$ cat src/sv/ffra_pkg.sv
// Shared constants, codes and control types of the first-fit region allocator.
package ffra_pkg;

   localparam int MAX_REGION_ENTRIES = 128;
   localparam int MEMORY_WORDS       = 65536;

   localparam int FIELD_W  = 16;
   localparam int ADDR_W   = $clog2(MAX_REGION_ENTRIES);
   localparam int CNT_W    = $clog2(MAX_REGION_ENTRIES + 1);
   localparam int END_W    = FIELD_W + 1;
   localparam int SUM_W    = FIELD_W + 2;
   localparam int INUSE_W  = 8;
   localparam int ENTRY_W  = 2 * FIELD_W;
   localparam int REQ_DATA_W = 2 * FIELD_W;
   localparam int RSP_DATA_W = FIELD_W + INUSE_W;

   localparam logic [CNT_W-1:0] CNT_ZERO = '0;
   localparam logic [CNT_W-1:0] CNT_ONE  = CNT_W'(1);
   localparam logic [CNT_W-1:0] CNT_MAX  = CNT_W'(MAX_REGION_ENTRIES);

   localparam logic REQ_ALLOC = 1'b0;
   localparam logic REQ_FREE  = 1'b1;

   typedef enum logic [1:0] {
      STATUS_OK       = 2'd0,
      STATUS_FULL     = 2'd1,
      STATUS_NOMEM    = 2'd2,
      STATUS_NOTFOUND = 2'd3
   } status_type;

   // Commands from the controller to the datapath.
   typedef struct packed {
      logic       load;
      logic       scan_start;
      logic       scan_run;
      logic       shift_start;
      logic       shift_run;
      logic       commit;
      logic       push;
      status_type code;
   } ctrl_cmd_type;

   // Status from the datapath to the controller.
   typedef struct packed {
      logic is_free;
      logic count_full;
      logic scan_done;
      logic found;
      logic nomem;
      logic shift_done;
      logic out_free;
   } dp_sts_type;

endpackage

$ cat src/sv/ffra_ram.sv
// Generic single-write, single-read RAM with registered read data.
module ffra_ram #(
   parameter int WIDTH = 32,
   parameter int DEPTH = 128
) (
   input  logic                     clock,
   input  logic                     wr_en,
   input  logic [$clog2(DEPTH)-1:0] wr_addr,
   input  logic [WIDTH-1:0]         wr_data,
   input  logic [$clog2(DEPTH)-1:0] rd_addr,
   output logic [WIDTH-1:0]         rd_data
);

   logic [WIDTH-1:0] mem_ff [DEPTH];

   always_ff @(posedge clock) begin
      if (wr_en) begin
         mem_ff[wr_addr] <= wr_data;
      end
      rd_data <= mem_ff[rd_addr];
   end

endmodule

$ cat src/sv/ffra_ctrl.sv
// Controller state machine that sequences scan, shift, commit and response.
module ffra_ctrl import ffra_pkg::*; (
   input  logic         clock,
   input  logic         reset,
   input  logic         req_tvalid,
   output logic         req_tready,
   input  dp_sts_type   sts,
   output ctrl_cmd_type cmd
);

   typedef enum logic [6:0] {
      ST_IDLE   = 7'b0000001,
      ST_DECIDE = 7'b0000010,
      ST_SCAN   = 7'b0000100,
      ST_CHECK  = 7'b0001000,
      ST_SHIFT  = 7'b0010000,
      ST_COMMIT = 7'b0100000,
      ST_FINISH = 7'b1000000
   } state_type;

   state_type  state_ff, state_in;
   status_type code_ff, code_in;

   assign req_tready = (state_ff == ST_IDLE);

   always_comb begin
      state_in = state_ff;
      code_in  = code_ff;
      cmd      = '0;
      cmd.code = code_ff;
      unique case (state_ff)
         ST_IDLE: begin
            if (req_tvalid) begin
               cmd.load = 1'b1;
               state_in = ST_DECIDE;
            end
         end
         ST_DECIDE: begin
            if (!sts.is_free && sts.count_full) begin
               code_in  = STATUS_FULL;
               state_in = ST_FINISH;
            end else begin
               cmd.scan_start = 1'b1;
               state_in       = ST_SCAN;
            end
         end
         ST_SCAN: begin
            cmd.scan_run = 1'b1;
            if (sts.scan_done) begin
               if (!sts.is_free) begin
                  state_in = ST_CHECK;
               end else if (sts.found) begin
                  cmd.shift_start = 1'b1;
                  state_in        = ST_SHIFT;
               end else begin
                  code_in  = STATUS_NOTFOUND;
                  state_in = ST_FINISH;
               end
            end
         end
         ST_CHECK: begin
            if (sts.nomem) begin
               code_in  = STATUS_NOMEM;
               state_in = ST_FINISH;
            end else begin
               cmd.shift_start = 1'b1;
               state_in        = ST_SHIFT;
            end
         end
         ST_SHIFT: begin
            cmd.shift_run = 1'b1;
            if (sts.shift_done) begin
               state_in = ST_COMMIT;
            end
         end
         ST_COMMIT: begin
            cmd.commit = 1'b1;
            code_in    = STATUS_OK;
            state_in   = ST_FINISH;
         end
         ST_FINISH: begin
            if (sts.out_free) begin
               cmd.push = 1'b1;
               state_in = ST_IDLE;
            end
         end
         default: begin
            state_in = ST_IDLE;
         end
      endcase
   end

   always_ff @(posedge clock) begin
      if (reset) begin
         state_ff <= ST_IDLE;
         code_ff  <= STATUS_OK;
      end else begin
         state_ff <= state_in;
         code_ff  <= code_in;
      end
   end

endmodule

$ cat src/sv/ffra_dp.sv
// Datapath: region table, scan and shift pointers, gap search and result register.
module ffra_dp import ffra_pkg::*; (
   input  logic                  clock,
   input  logic                  reset,
   input  logic [REQ_DATA_W-1:0] req_tdata,
   input  logic                  req_tuser,
   output logic                  rsp_tvalid,
   input  logic                  rsp_tready,
   output logic [RSP_DATA_W-1:0] rsp_tdata,
   output logic [1:0]            rsp_tuser,
   input  ctrl_cmd_type          cmd,
   output dp_sts_type            sts
);

   logic               req_free_ff, req_free_in;
   logic [FIELD_W-1:0] size_ff, size_in;
   logic [FIELD_W-1:0] off_ff, off_in;
   logic [CNT_W-1:0]   count_ff, count_in;
   logic [CNT_W-1:0]   rd_ptr_ff, rd_ptr_in;
   logic               issue_ff, issue_in;
   logic               arr_valid_ff, arr_valid_in;
   logic [CNT_W-1:0]   arr_idx_ff, arr_idx_in;
   logic [END_W-1:0]   prev_end_ff, prev_end_in;
   logic [END_W-1:0]   base_ff, base_in;
   logic [CNT_W-1:0]   slot_ff, slot_in;
   logic               done_ff, done_in;
   logic               found_ff, found_in;
   logic               rsp_valid_ff, rsp_valid_in;
   logic [RSP_DATA_W-1:0] rsp_data_ff, rsp_data_in;
   logic [1:0]         rsp_user_ff, rsp_user_in;

   logic               wr_en;
   logic [ADDR_W-1:0]  wr_addr;
   logic [ENTRY_W-1:0] wr_data;
   logic [ENTRY_W-1:0] rd_data;

   logic [FIELD_W-1:0] rd_start;
   logic [FIELD_W-1:0] rd_size;
   logic [END_W-1:0]   rd_end;
   logic [CNT_W-1:0]   count_last;
   logic [CNT_W-1:0]   shift_dst;
   logic               arr_last;
   logic               gap_fit;
   logic [FIELD_W-1:0] rsp_offset;

   ffra_ram #(
      .WIDTH (ENTRY_W),
      .DEPTH (MAX_REGION_ENTRIES)
   ) u_table (
      .clock   (clock),
      .wr_en   (wr_en),
      .wr_addr (wr_addr),
      .wr_data (wr_data),
      .rd_addr (rd_ptr_ff[ADDR_W-1:0]),
      .rd_data (rd_data)
   );

   assign rd_start   = rd_data[FIELD_W-1:0];
   assign rd_size    = rd_data[ENTRY_W-1:FIELD_W];
   assign rd_end     = END_W'(rd_start) + END_W'(rd_size);
   assign count_last = count_ff - CNT_ONE;
   assign arr_last   = (arr_idx_ff == count_last);
   // Moved entry lands one slot down for a free, one slot up for an allocate.
   assign shift_dst  = req_free_ff ? (arr_idx_ff - CNT_ONE) : (arr_idx_ff + CNT_ONE);
   // Gap after the previous region is larger than the request.
   assign gap_fit    = (arr_idx_ff != CNT_ZERO) &&
                       (SUM_W'(rd_start) > (SUM_W'(prev_end_ff) + SUM_W'(size_ff)));

   assign sts.is_free    = req_free_ff;
   assign sts.count_full = (count_ff >= CNT_MAX);
   assign sts.scan_done  = done_ff;
   assign sts.found      = found_ff;
   assign sts.nomem      = (32'(base_ff) + 32'(size_ff)) >= 32'(MEMORY_WORDS);
   assign sts.shift_done = !issue_ff && !arr_valid_ff;
   assign sts.out_free   = !rsp_valid_ff || rsp_tready;

   assign rsp_offset = req_free_ff ? off_ff :
                       ((cmd.code == STATUS_OK) ? base_ff[FIELD_W-1:0] : '0);

   always_comb begin
      req_free_in  = req_free_ff;
      size_in      = size_ff;
      off_in       = off_ff;
      count_in     = count_ff;
      rd_ptr_in    = rd_ptr_ff;
      issue_in     = issue_ff;
      arr_valid_in = 1'b0;
      arr_idx_in   = arr_idx_ff;
      prev_end_in  = prev_end_ff;
      base_in      = base_ff;
      slot_in      = slot_ff;
      done_in      = done_ff;
      found_in     = found_ff;
      rsp_valid_in = rsp_valid_ff && !rsp_tready;
      rsp_data_in  = rsp_data_ff;
      rsp_user_in  = rsp_user_ff;
      wr_en        = 1'b0;
      wr_addr      = slot_ff[ADDR_W-1:0];
      wr_data      = {size_ff, base_ff[FIELD_W-1:0]};

      if (cmd.load) begin
         req_free_in = req_tuser;
         size_in     = req_tdata[FIELD_W-1:0];
         off_in      = req_tdata[REQ_DATA_W-1:FIELD_W];
      end

      if (cmd.scan_start) begin
         rd_ptr_in = CNT_ZERO;
         found_in  = 1'b0;
         slot_in   = CNT_ZERO;
         base_in   = '0;
         // An empty table ends the scan at once.
         issue_in  = (count_ff != CNT_ZERO);
         done_in   = (count_ff == CNT_ZERO);
      end

      if (cmd.scan_run) begin
         if (issue_ff) begin
            arr_valid_in = 1'b1;
            arr_idx_in   = rd_ptr_ff;
            rd_ptr_in    = rd_ptr_ff + CNT_ONE;
            issue_in     = (rd_ptr_ff != count_last);
         end
         if (arr_valid_ff && !done_ff) begin
            if (req_free_ff) begin
               if (rd_start == off_ff) begin
                  found_in = 1'b1;
                  slot_in  = arr_idx_ff;
                  done_in  = 1'b1;
                  issue_in = 1'b0;
               end else if (arr_last) begin
                  done_in  = 1'b1;
                  issue_in = 1'b0;
               end
            end else if (gap_fit) begin
               slot_in  = arr_idx_ff;
               base_in  = prev_end_ff;
               done_in  = 1'b1;
               issue_in = 1'b0;
            end else begin
               prev_end_in = rd_end;
               if (arr_last) begin
                  // No gap fits: append after the last region.
                  slot_in  = count_ff;
                  base_in  = rd_end;
                  done_in  = 1'b1;
                  issue_in = 1'b0;
               end
            end
         end
      end

      if (cmd.shift_start) begin
         if (req_free_ff) begin
            rd_ptr_in = slot_ff + CNT_ONE;
            issue_in  = ((slot_ff + CNT_ONE) != count_ff);
         end else begin
            rd_ptr_in = count_last;
            issue_in  = (slot_ff != count_ff);
         end
      end

      if (cmd.shift_run) begin
         if (issue_ff) begin
            arr_valid_in = 1'b1;
            arr_idx_in   = rd_ptr_ff;
            if (req_free_ff) begin
               issue_in  = (rd_ptr_ff != count_last);
               rd_ptr_in = rd_ptr_ff + CNT_ONE;
            end else begin
               issue_in  = (rd_ptr_ff != slot_ff);
               rd_ptr_in = rd_ptr_ff - CNT_ONE;
            end
         end
         if (arr_valid_ff) begin
            wr_en   = 1'b1;
            wr_data = rd_data;
            wr_addr = shift_dst[ADDR_W-1:0];
         end
      end

      if (cmd.commit) begin
         if (req_free_ff) begin
            count_in = count_ff - CNT_ONE;
         end else begin
            wr_en    = 1'b1;
            count_in = count_ff + CNT_ONE;
         end
      end

      if (cmd.push) begin
         rsp_valid_in = 1'b1;
         rsp_data_in  = {INUSE_W'(count_ff), rsp_offset};
         rsp_user_in  = cmd.code;
      end
   end

   always_ff @(posedge clock) begin
      if (reset) begin
         count_ff     <= CNT_ZERO;
         issue_ff     <= 1'b0;
         arr_valid_ff <= 1'b0;
         done_ff      <= 1'b0;
         found_ff     <= 1'b0;
         rsp_valid_ff <= 1'b0;
      end else begin
         count_ff     <= count_in;
         issue_ff     <= issue_in;
         arr_valid_ff <= arr_valid_in;
         done_ff      <= done_in;
         found_ff     <= found_in;
         rsp_valid_ff <= rsp_valid_in;
      end
   end

   always_ff @(posedge clock) begin
      req_free_ff <= req_free_in;
      size_ff     <= size_in;
      off_ff      <= off_in;
      rd_ptr_ff   <= rd_ptr_in;
      arr_idx_ff  <= arr_idx_in;
      prev_end_ff <= prev_end_in;
      base_ff     <= base_in;
      slot_ff     <= slot_in;
      rsp_data_ff <= rsp_data_in;
      rsp_user_ff <= rsp_user_in;
   end

   assign rsp_tvalid = rsp_valid_ff;
   assign rsp_tdata  = rsp_data_ff;
   assign rsp_tuser  = rsp_user_ff;

endmodule

$ cat src/sv/first_fit_region_allocator.sv
// Top level of the first-fit region allocator: controller plus datapath.
// One request at a time. Each request reads n table entries in the address-ordered scan and
// m entries in the shift, through the single-read-port region table at one entry per cycle;
// n + m is at most the live count plus two. The next request can be taken in the cycle
// after a response is posted.
// A synchronous active-high reset empties the table (count to zero) and drops any
// pending response; the table contents themselves are not cleared.
module first_fit_region_allocator import ffra_pkg::*; (
   input  logic                  clock,
   input  logic                  reset,
   // Request channel.
   input  logic                  req_tvalid,
   output logic                  req_tready,
   input  logic [REQ_DATA_W-1:0] req_tdata,   // [15:0] alloc_size, [31:16] free_offset
   input  logic                  req_tuser,   // [0] req_type (0 allocate, 1 free)
   // Response channel.
   output logic                  rsp_tvalid,
   input  logic                  rsp_tready,
   output logic [RSP_DATA_W-1:0] rsp_tdata,   // [15:0] region_offset, [23:16] regions_in_use
   output logic [1:0]            rsp_tuser    // [1:0] status
);

   ctrl_cmd_type cmd;
   dp_sts_type   sts;

   // Sequence each request: decide, scan, check, shift, commit, then hold the
   // response until the output register frees up.
   ffra_ctrl u_ctrl (
      .clock      (clock),
      .reset      (reset),
      .req_tvalid (req_tvalid),
      .req_tready (req_tready),
      .sts        (sts),
      .cmd        (cmd)
   );

   // Region table, gap search, shift pointers and the response register. The
   // response register lets a result wait while the next request comes in.
   ffra_dp u_dp (
      .clock      (clock),
      .reset      (reset),
      .req_tdata  (req_tdata),
      .req_tuser  (req_tuser),
      .rsp_tvalid (rsp_tvalid),
      .rsp_tready (rsp_tready),
      .rsp_tdata  (rsp_tdata),
      .rsp_tuser  (rsp_tuser),
      .cmd        (cmd),
      .sts        (sts)
   );

endmodule

$ cat config.mk
export PLATFORM = sky130hd
export DESIGN_NAME = first_fit_region_allocator
export DESIGN_NICKNAME = d
export VERILOG_FILES = /design/src/sv/ffra_pkg.sv /design/src/sv/ffra_ram.sv /design/src/sv/ffra_ctrl.sv /design/src/sv/ffra_dp.sv /design/src/sv/first_fit_region_allocator.sv
export SDC_FILE = /design/constraint.sdc
export NUM_CORES = 2
export LEC_CHECK = 0
export BUFFER_PORTS_ARGS = -buffer_cell sky130_fd_sc_hd__buf_2
export CAP_MARGIN = 20
export CELL_PAD_IN_SITES_DETAIL_PLACEMENT = 0
export CELL_PAD_IN_SITES_GLOBAL_PLACEMENT = 2
export CORE_ASPECT_RATIO = 0.8
export CORE_MARGIN = 1
export CORE_UTILIZATION = 52
export DETAILED_ROUTE_END_ITERATION = 7
export PLACE_DENSITY_LB_ADDON = 0.2
export SYNTH_ARGS = -nofsm -noshare
export SYNTH_HDL_FRONTEND = slang
export SYNTH_SLANG_ARGS = --single-unit
$ cat constraint.sdc
create_clock -name clock -period 9.1 [get_ports clock]
set_input_delay 1.365 -clock clock [delete_from_list [all_inputs] [get_ports clock]]
set_output_delay 1.365 -clock clock [all_outputs]
set_load 0.1 [all_outputs]
## Word-level counts from Yosys, hierarchy flattened

Memory sizes are Yosys's and may differ from the RTL's. A register that Yosys moved wholly into a read port is not among the register bits.
Cells that the tools add are included.

- Add/subtract/negate cells: 10
- Magnitude comparators: 3
- Equality and inequality tests: 21
- Muxes and demuxes: 98
- Bitwise gates (word level): 2
- Reductions and logical operators: 20

Operators with widths:

| cell | count |
|---|---|
| 2-to-1 mux 8 bit | 20 |
| 2-to-1 mux 17 bit | 6 |
| 2-to-1 mux 7 bit | 11 |
| 2-to-1 mux 32 bit | 2 |
| 2-to-1 mux 1 bit | 49 |
| one-hot mux 7 bit (7 select lines) | 1 |
| adder 17 x 16 -> 18 bit | 2 |
| >= comparator 32 x 17 -> 1 bit (second input constant) | 1 |
| 2-to-1 mux 16 bit | 2 |
| inequality test 8 bit | 4 |
| adder 8 x 1 -> 8 bit (second input constant) | 3 |
| greater-than comparator 16 x 18 -> 1 bit | 1 |
| adder 16 x 16 -> 17 bit | 1 |
| equality test 16 bit | 1 |
| nonzero test 8 bit | 2 |
| subtractor 8 x 1 -> 8 bit (second input constant) | 2 |
| 2-to-1 mux 2 bit | 5 |
| inequality test 2 bit (second input constant) | 5 |
| equality test 8 bit | 1 |
| >= comparator 8 bit (second input constant) | 1 |
| logical NOT 8 bit | 1 |
| one-hot mux 2 bit (4 select lines) | 1 |
| AND reduction 4 bit | 2 |
| adder 7 x 1 -> 7 bit (second input constant) | 1 |
| 17 further kinds | 29 |

- Register bits after elaboration: 139
- Bits in writable memories: 4096
- Input port bits: 37
- Output and inout bits: 28
- Memories kept: 1

Memories:

| name | depth | width | rd ports | clocked after Yosys merged registers in | write ports | RTL line | source |
|---|---|---|---|---|---|---|---|
| u_dp.u_table.mem_ff | 128 | 32 | 1 | 1 | 1 | ffra_ram.sv:14 | `logic [WIDTH-1:0] mem_ff [DEPTH];` |

## Depth between registers and ports, before layout

- Word-level depth: 14
- Depth in mapped cells: 22

## Modules after synthesis

From an unflattened synthesis, not the netlist that was laid out.

- Cells, all modules: 7024
- Area, all modules: 166287.0 um^2

By module, submodules not included:

| module | times used | cells an instance | area each (um^2) | sequential area each (um^2) |
|---|---|---|---|---|
| ffra_ram | 1 | 5990 | 156276.1 | 123638.6 |
| ffra_dp | 1 | 966 | 9440.3 | 3363.2 |
| ffra_ctrl | 1 | 68 | 570.5 | 180.2 |

## Worst setup path after synthesis

OpenSTA, ideal clock, no wires.

- Path kind: register to register
- Start point: reg u_ctrl.state_ff[6]
- End point: mem u_dp.u_table.mem_ff[0][0] (data pin)
- Arrival time: 6.399 ns
- Required time: 7.903 ns
- Slack: 1.504 ns
- Cell stages (with the launch flop): 7
- Path buffers: 2
- Clock period less this slack: 7.596 ns
- Cells stage by stage: dfxtp_1 nor4_1 and3_1 nand2_1 clkbuf_1 buf_2 o21ai_0

- Longest elaborated chain between the ends: 3

RTL lines:

| element | RTL line | source |
|---|---|---|
| start: declaration | ffra_ctrl.sv:21 | `state_type state_ff, state_in;` |
| start signal: assignment | ffra_ctrl.sv:98 | `state_ff <= state_in;` |
| equality test 7 x 5 -> 1 bit | ffra_ctrl.sv:31 | `unique case (state_ff)` |
| 2-to-1 mux 1 bit | ffra_ctrl.sv:31 |  |
| 2-to-1 mux 32 bit | ffra_dp.sv:163 | `if (cmd.shift_run) begin` |
| named net u_dp.u_table.wr_data[0] | ffra_ram.sv:9 | `input logic [WIDTH-1:0] wr_data,` |
| end: declaration | ffra_ram.sv:14 |  |

The timed path passes the listed nets, and every way through them passes these cells.

## Final worst setup path

- Start point: reg u_dp.size_ff[0]
- End point: reg u_dp.base_ff[1]

- Longest elaborated chain between the ends: 7

RTL lines:

| element | RTL line | source |
|---|---|---|
| start: declaration | ffra_dp.sv:16 | `logic [FIELD_W-1:0] size_ff, size_in;` |
| start signal: assignment | ffra_dp.sv:218 | `size_ff <= size_in;` |
| adder 17 x 16 -> 18 bit | ffra_dp.sv:67 | `(SUM_W'(rd_start) > (SUM_W'(prev_end_ff) + SUM_W'(size_ff)));` |
| greater-than comparator 16 x 18 -> 1 bit | ffra_dp.sv:67 |  |
| logical AND 1 bit | ffra_dp.sv:66 | `assign gap_fit = (arr_idx_ff != CNT_ZERO) &&` |
| 2-to-1 mux 17 bit | ffra_dp.sv:135 | `end else if (gap_fit) begin` |
| 2-to-1 mux 17 bit | ffra_dp.sv:125 | `if (req_free_ff) begin` |
| 2-to-1 mux 17 bit | ffra_dp.sv:124 | `if (arr_valid_ff && !done_ff) begin` |
| 2-to-1 mux 17 bit | ffra_dp.sv:117 | `if (cmd.scan_run) begin` |
| named net u_dp.base_in[1] | ffra_dp.sv:24 | `logic [END_W-1:0] base_ff, base_in;` |
| end signal: assignment | ffra_dp.sv:223 | `base_ff <= base_in;` |
| end: declaration | ffra_dp.sv:24 |  |

The timed path passes the listed nets, and every way through them passes these cells.
A chain may end at the register's enable or synchronous reset.

==> reports/metrics.cfg <==
[worst_setup_path]
path_cells = ha_1 -> inv_1 -> fa_1 -> nor2b_1 -> o31a_1 -> o21a_1 -> o21bai_1 -> a21bo_2 -> a21oi_1 -> nor4b_1 -> a211oi_1 -> ha_1 -> nand3_1 -> nor3_1 -> a211o_1 -> a31oi_1 -> nand4_1 -> nor2_2 -> o21ai_1 -> a32o_1
cpMostUsedCell = ha_1
arrival_ps = 6560
end_kind = flop
r2r_slack_ps = 3310
cp.required_ps = 9880
critPathKind = reg -> reg
cpPeakStageDelay_ps = 660
slowest_stage = nand4_1
worstPathMaxFanout = 13
startpoint_type = flop

[sta]
rsz0062_at_grt = no
tns_ps = 0
worstMarginPinSlew_ps = 1162
skew_ps = 70.26
hold_viol = 0
setup_viol = 0
fin_crit_ps = 5786
drv_slew = 0
post-route-period-util_pct = 63.58
max_freq_ghz = 0.1728
slew_headroom_pct = 20.35

[clock_network]
cts.sinks = 4267
cts_setup_buffers = 0
clk_path_buf_depth = 4
clk_latency_ps = 950
clockRootBuffer = clkbuf_16
cts_inserted_buffers = 416
cts_resized = 0
cts_htree_levels = 5
tritoncts = built
postCtsHoldBufs = 0
clk_pin_slew_ps = 70

[synth]
ys_async_sr_fraction_pct = 0
yosysSeqAreaShare_pct = 76.50
syn_inst = 7171
synth_area_um2 = 166400
syn_avg_cell_area_um2 = 23.20
synth.top_cell.area_share_pct = 75.45
synth_largest_area_cell = edfxtp_1
ys.flop_type = edfxtp_1
ys_types = 72
synth_warnings = 0
yosys_register_bits = 4267
synth.net_count = 7285
synth-edff-count = 4180
synth.area.top_cells = edfxtp_1 (75%), mux4_2 (18%), dfxtp_1 (1.0%)

[power_and_ir_drop]
p_leak_uw = 0.05397
p_per_area_nw_per_um2 = 239.1
peakVddDrop_mv = 0.1706

[detailed_routing]
wl_per_cell_um = 35.82
via_count = 78979
drcViolationCount = 0
drt_pass1_iterations = 5
ant_nets = 0
viasPerCell = 6.551
drt_iter0_drc = 11087
wl_um = 431900

[placed_design]
dp_cells = 11287
port_buffers = 64
dp_hpwl_um = 244800
place_congestion = 0.8827

[grt]
grt_pass1_vias = 77883
grt_max_degree = 128
track_usage_pct = 26.98
grt.overflow.total = 0
antenna_found_initial = 41
grt_pass1_wl_um = 606400

[die]
coreArea_um2 = 317800
die_y_um = 507.9
num_io_pins = 65
num_rows = 185
initial_utilization_pct = 52.35
die_x_um = 634.4
dieArea_um2 = 322200

[layout]
seqCellArea_um2 = 127300
drive_gt1_share_pct = 30.57
fill_cells = 22248
syn_to_final_growth_pct = 12.39
stdcell_count = 12056
multi_input_comb_area_um2 = 38490
finish.net_count = 7620

[status]
outcome = finished, final reports clean

[job]
maxCapViolCount = 0

[min_path]
worstHoldPathType = reg -> reg

-- power breakdown --
group          switching [µW]  total, µW  internal, µW
logic                    3410       5570          2160
clock network            7260      16700          9470
registers                 219      22400         22200
-- worst max-delay path: cells and delay by family (launching register included) --
family,cells,cell delay [ps]
simple gates,6,1690
compound gates,10,2610
buf+inv,1,70
flops,1,380
fa+ha+maj,3,900
-- path summary, 6_finish.rpt --
path / from / to / cells after the start
setup / recovery: u_dp.size_ff[0] / u_dp.base_ff[1] / 20
hold / removal: u_dp.rsp_tvalid / u_dp.rsp_tvalid / 2
setup reg to reg: u_dp.size_ff[0] / u_dp.base_ff[1] / 20
hold reg to reg: u_dp.rsp_tvalid / u_dp.rsp_tvalid / 2
-- state kept, by name, summed over array words and instances, names as in the netlist, 7 cells and up, named ones only --
register	cells
u_dp.rsp_tdata	24
u_dp.rd_ptr_ff	8
u_dp.u_table.mem_ff	4096
u_dp.count_ff	8
u_dp.prev_end_ff	17
u_ctrl.state_ff	7
u_dp.base_ff	17
u_dp.off_ff	16
u_dp.size_ff	16
u_dp.u_table.rd_data	32
u_dp.slot_ff	8
-- synth_stat cells (5+ instances only) --
cell type,instances
clkbuf_1,205
buf_1,48
a211oi_1,11
o21ai_0,56
o21ai_1,11
buf_2,122
mux4_2,1312
a22oi_1,25
inv_1,31
a22o_1,24
buf_4,15
nor2_1,207
a31oi_1,7
nand2b_1,7
a221oi_1,38
xor2_1,53
and3_1,15
xnor3_1,5
xnor2_1,51
ha_1,74
nand2_1,152
a21o_1,10
o21a_1,12
nor4_1,46
a21oi_1,79
nand4b_1,6
nand3_1,37
nand4_1,11
edfxtp_1,4180
or3_1,10
nor3b_1,7
dfxtp_1,87
o21bai_1,6
o211ai_1,6
or2_2,5
nor2b_1,12
nor3_1,16
o22ai_1,12
mux2i_1,80
and2_1,19
o31ai_1,5
-- stage by stage --
stage	power, µW	setup slack, ps	instance area [µm²]	utilization (%)	hold WS [ps]
6_report	44710	3314	187000	58.83	490.0
5_1_grt	46000	3094	187000	58.83	530.8
4_1_cts	44980	3462	186800	58.79	491.5
3_5_place_dp	28390	3514	173700	54.66	481.6
3_3_place_gp	28310	3522	173400	54.57	467.2
2_1_floorplan	26500	1504	166400	-	406.4
-- logic make-up after synthesis --
family / synth area share [%]
adder cells (fa/ha/maj): 0.5927
buffers and inverters: 1.107
AND/OR/NAND/NOR: 1.594
flip-flops: 76.50
AO/OA/AOI/OAI: 1.349
multiplexers: 18.24
XOR/XNOR: 0.6152
-- layer usage --
metal / track usage, % / part of all wire [%] / vias to the layer above
met1: 42.59 / 43 / 43031
li1: - / - / 31437
met4: 6.240 / 2.4 / 10
met3: 5.712 / 10 / 571
met5: 0 / 0.016 / -
met2: 39.02 / 45 / 3930
-- area by class of cell --
class	count	area share (%)
antenna	7	0.009369
clock buffer	510	5.846
clock inverter	244	1.164
inverter	33	0.07026
multi-input combinational	2477	20.59
sequential	4267	68.07
tap	4207	2.815
timing repair buffer	311	1.434
-- cells in the final DEF, fill, tap and decap left out, drive strengths merged, types with 15 or more instances in the layout --
cell / n
edfxtp: 4180
mux4: 1312
clkbuf: 510
buf: 311
nor2: 208
clkinv: 185
nand2: 152
dfxtp: 87
mux2i: 80
a21oi: 79
ha: 74
o21ai: 68
xor2: 53
xnor2: 51
nor4: 46
inv: 43
a221oi: 38
nand3: 37
bufinv: 33
a22oi: 25
a22o: 24
and2: 19
clkinvlp: 16
nor3: 16
and3: 15
(Power assumes the default switching activity.)
